--- config.mk ---
export PLATFORM = sky130hd
export DESIGN_NAME = sbm_ctrl
export DESIGN_NICKNAME = d
export VERILOG_FILES = /design/src/sbm_pkg.sv /design/src/sbm_ctrl.sv
export SDC_FILE = /design/constraint.sdc
export NUM_CORES = 1
export LEC_CHECK = 0
export BUFFER_PORTS_ARGS = -buffer_cell sky130_fd_sc_hd__buf_2
export CORE_AREA = 3 3 40 42
export CTS_BUF_LIST = sky130_fd_sc_hd__clkbuf_4
export CTS_CLUSTER_SIZE = 14
export DETAILED_ROUTE_END_ITERATION = 10
export DIE_AREA = 0 0 43 45
export GPL_TIMING_DRIVEN = 0
export PLACE_DENSITY_LB_ADDON = 0.25
export SYNTH_ARGS = -nofsm -noshare
export SYNTH_HDL_FRONTEND = slang
export SYNTH_SLANG_ARGS = --single-unit
--- constraint.sdc ---
create_clock -name clk -period 1.1 [get_ports clk]
set_clock_uncertainty 0.15 [all_clocks]
set_input_delay 0.055 -clock clk [delete_from_list [all_inputs] [get_ports clk]]
set_output_delay 0.055 -clock clk [all_outputs]
set_load 0.005 [all_outputs]
--- src/sbm_pkg.sv ---
// Shared constants, types and control bundles for the sort-based median core.
package sbm_pkg;

  localparam int MAX_COUNT = 64;
  localparam int CNT_W     = $clog2(MAX_COUNT + 1);
  localparam int SMP_W     = 32;
  localparam int MED_W     = 33;
  localparam int SIZE_W    = 7;

  typedef enum logic [1:0] {
    ST_LOAD,
    ST_SHIFT,
    ST_FINISH
  } st_t;

  typedef struct packed {
    logic ins_en;    // insert accepted word into the sorted row
    logic close;     // set closes: arm the shift counter
    logic shift_en;  // move the row one cell toward cell 0
    logic capture;   // load result register, clear set state
  } cmd_t;

  typedef struct packed {
    logic shift_zero;
  } sts_t;

endpackage

--- src/sbm_ctrl.sv ---
// Controller: load / shift / finish sequencing and output valid tracking.
module sbm_ctrl (
  input  logic        clk,
  input  logic        rst_n,
  input  logic        in_tvalid,
  input  logic        in_tlast,
  output logic        in_tready,
  output logic        out_tvalid,
  input  logic        out_tready,
  input  sbm_pkg::sts_t sts,
  output sbm_pkg::cmd_t cmd
);
  import sbm_pkg::*;

  st_t  state_r, state_nxt;
  logic out_valid_r, out_valid_nxt;
  logic accept;

  assign accept = in_tvalid && in_tready;

  always_ff @(posedge clk) begin
    if (!rst_n) begin
      state_r     <= ST_LOAD;
      out_valid_r <= 1'b0;
    end else begin
      state_r     <= state_nxt;
      out_valid_r <= out_valid_nxt;
    end
  end

  always_comb begin
    state_nxt = state_r;
    unique case (state_r)
      ST_LOAD: begin
        if (accept && in_tlast) state_nxt = ST_SHIFT;
      end
      ST_SHIFT: begin
        if (sts.shift_zero) state_nxt = ST_FINISH;
      end
      ST_FINISH: begin
        if (!out_valid_r || out_tready) state_nxt = ST_LOAD;
      end
      default: state_nxt = ST_LOAD;
    endcase
  end

  always_comb begin
    in_tready    = (state_r == ST_LOAD);
    cmd.ins_en   = 1'b0;
    cmd.close    = 1'b0;
    cmd.shift_en = 1'b0;
    cmd.capture  = 1'b0;
    unique case (state_r)
      ST_LOAD: begin
        cmd.ins_en = accept;
        cmd.close  = accept && in_tlast;
      end
      ST_SHIFT: begin
        cmd.shift_en = !sts.shift_zero;
      end
      ST_FINISH: begin
        cmd.capture = !out_valid_r || out_tready;
      end
      default: ;
    endcase
  end

  always_comb begin
    if (cmd.capture) out_valid_nxt = 1'b1;
    else if (out_tready) out_valid_nxt = 1'b0;
    else out_valid_nxt = out_valid_r;
  end

  assign out_tvalid = out_valid_r;

endmodule

==> parameters.txt <==
Parameter                              Value

Status
  Status    finished with violations
  Violations in the final reports    hold timing, setup timing

Floorplan
  Die Height    approximately 45 µm
  Number of ports placed on the die boundary    12
  Number of rows created at floorplan    13
  Area inside the core boundary    between 1000 and 1500 µm²
  Die outline width    about 43 µm
  Initial Utilization    13.0%
  Die ar.    approximately 1900 µm²

GRT
  Global-route wire length before repair    ~860 µm
  Largest net degree at the start of global routing    7
  Via count of the first global-routing pass    approximately 210
  Number of antenna violations at the first check in global routing    0
  Grt ovf    0
  All-Layer GR Usage    6.57%

Worst hold path
  Type of the tightest min-delay check    in2reg
  Number of instances on the worst hold path    3
  Source of the worst hold timing path    out_tready
  Worst Hold Path EP    out_tvalid$_SDFFE_PN0P_

Routing
  WL/cell    just under 9 µm
  Via count    between 200 and 250
  Post-detailed-route via-to-cell ratio    around 3.8
  WL final    ~480 µm
  Antenna-violating nets left    0
  Initial detailed-routing violation count    6
  DRC viols    0
  First-pass detailed-route iteration total    2

Synth
  Number of nets produced by synthesis    25
  Synth Instances    19
  Portion of synthesized cell area occupied by the leading cell type    between 30% and 40%
  Post-synthesis cell type with the largest combined area    sky130_fd_sc_hd__dfxtp_1
  Largest cells by area after synthesis    sky130_fd_sc_hd__dfxtp_1, sky130_fd_sc_hd__nand2b_1, sky130_fd_sc_hd__a21boi_1
  Yosys warning total    0
  Number of distinct library cells after synthesis    12
  Total of flip-flops plus latches after synthesis    3
  Post-synthesis area per instance    8.82 µm²
  Synthesized cell area    168 µm²
  Fraction of the yosys area taken by sequential cells    a little over a third

Pwr
  Total power    slightly above 400 µW
  Leakage power total    between 0.15 and 0.2 nW
  Power share of the combinational group    approximately 14%
  Maximum vdd drop    0.536 mV
  Switching power    92.8 µW
  Flop pwr share    around 29%
  Cell Pwr Density    1180 nW/µm²
  Cell internal pwr    311 µW
  Switching part of the total power    between 20% and 30%
  Relative contribution of the clock network to total power    between 50% and 60%

Place
  Worst Setup Slack post-DPL    roughly 75 ps
  Post-DP HPWL    between 300 and 400 µm
  Number of buffer cells added on primary ports    11
  Total cell area at the placement stage    241 µm²
  GP Congestion    ~0.75

CTS
  Number of buffers inserted during clock tree synthesis    3
  Clock H-tree levels    1
  Buffer depth of the longest clock path    2
  Sinks on Clock Net    3
  Post-CTS clock slew at the launch and capture registers of the worst setup and hold paths    about 40 ps
  Clock tree from TritonCTS    done
  Clock latency reported for the late side of the worst-skew pair    around 240 ps
  Root Buffer Master    sky130_fd_sc_hd__clkbuf_4

Worst setup path
  CP Data Arrival Time    960 ps
  Critical path class    reg2out
  Crit Path Max Fanout    6
  Endpoint kind of the worst setup timing path    output port
  Cell count of the worst reg-to-reg path    3
  Worst flop-to-flop path startpoint    state_r[0]$_SDFFE_PN0P_
  Critical Path Start Type    flop
  Required time of the critical path    890 ps
  Worst R2R Setup Slack    between 100 and 150 ps
  Reg-to-reg critical path endpoint    out_tvalid$_SDFFE_PN0P_

Cells and area
  Filler Cells Inserted    between 100 and 150
  Fraction of the core area covered by cells at the end of the flow    a little over a quarter
  Antenna Cells    0
  Fraction of layout cells with a size suffix above 1    51.3%
  Most common library cell in the layout ignoring fill and taps    sky130_fd_sc_hd__buf_2
  Design area    342 µm²
  Signed area change from the synthesized netlist to the final layout    104%
  Most frequent cells in the layout    sky130_fd_sc_hd__buf_2, sky130_fd_sc_hd__dlygate4sd3_1, sky130_fd_sc_hd__clkbuf_4
  Total Nets Final    between 40 and 50

Timing
  Final critical-path share of the clock period    106%
  Setup ws final    -63.9 ps
  Setup-failing EPs final    3
  Setup repair after global routing missed its margin    true
  Clock period minus final worst setup slack    1160 ps
  Smallest hold slack    -42.8 ps
  Worst Tran Pin Value    approximately 110 ps
  Endpoints failing hold    2
  Highest Clock Rate    0.859 GHz
  Max transition margin    between 90% and 100%
  Max-slew violation count    0

Flow run
  Max-capacitance violation count    0
worst max-delay path by stage:
stage | start | to | slack (ps) | cells after the start
after floorplan | state_r[0]$_SDFFE_PN0P_ | cmd[0] | 210 | 3
after global placement | state_r[0]$_SDFFE_PN0P_ | cmd[0] | 80 | 4
after detailed placement | state_r[0]$_SDFFE_PN0P_ | cmd[0] | 70 | 4
after CTS | state_r[0]$_SDFFE_PN0P_ | cmd[0] | -80 | 3
after global routing | state_r[0]$_SDFFE_PN0P_ | cmd[2] | -100 | 3
final | state_r[0]$_SDFFE_PN0P_ | cmd[0] | -60 | 3
power by group through the flow:
| stage | Sequential, mW | Combinational [mW] | Clock (mW) |
|---|---|---|---|
| 2_1_floorplan | 0.118 | 0.0196 | 0 |
| 3_3_place_gp | 0.119 | 0.0407 | 0 |
| 3_5_place_dp | 0.119 | 0.0414 | 0 |
| 4_1_cts | 0.116 | 0.0516 | 0.239 |
| 5_1_grt | 0.117 | 0.0649 | 0.243 |
| 6_report | 0.116 | 0.0581 | 0.230 |
sequential cells by signal (all words and copies together) (netlist names):
name / count
state_r: 2
out_tvalid: 1
through the flow:
stage / hold WS [ps] / TNS [ps] / std cells
floorplan: 34.6 / 0 / 19
global placement: 168 / 0 / 45
detailed placement: 168 / 0 / 45
CTS: -51.6 / -181 / 51
global route: -3.67 / -375 / 54
finish: -42.8 / -156 / 54
worst max-delay path, cell delays in order, from the launching register on:
cell                       delay, ps
sky130_fd_sc_hd__dfxtp_4         360
sky130_fd_sc_hd__nand2b_4        140
sky130_fd_sc_hd__nor2b_1         100
sky130_fd_sc_hd__buf_2           120
cells in the mapped netlist (all sizes together):
master   count
a21boi       2
a21oi        1
and2         1
and3         1
buf          1
dfxtp        3
nand2b       4
nand3b       2
nand4bb      1
nor2         2
nor2b        1
routing by layer:
metal	part of all wire, %	routed length [µm]	global-route usage, %
met1	46	219	7.21
met2	33	158	8.08
met3	16	74	3.98
met4	5.2	25	7.23
met5	0	0	0
cell families (layout without fill, tap and decap cells):
group                  count (synthesis)  in the layout  synth area share, %
and+or+nand+nor                       12             12                 47.8
AOI/OAI and AO/OA                      3              3                 11.9
DFF                                    3              3                 35.8
buffers and inverters                  1             21                 4.48
final cells by class:
class                           count  area, µm²  area share, %
Sequential cell                     3       67.6           19.8
Timing Repair Buffer               17        113           33.0
Multi-Input combinational cell     15        113           33.0
Clock buffer                        4       30.0           8.79
Tap cell                           15       18.8           5.49
timing repair:
item,4_1_cts,5_1_grt
pin swaps,3,0
endpoints found under the hold margin,3,1
buffers inserted,0,1
hold buffers,3,2
gates resized for setup,6,0
setup endpoints to repair,4,4
Power figures use the tool's default switching activity.
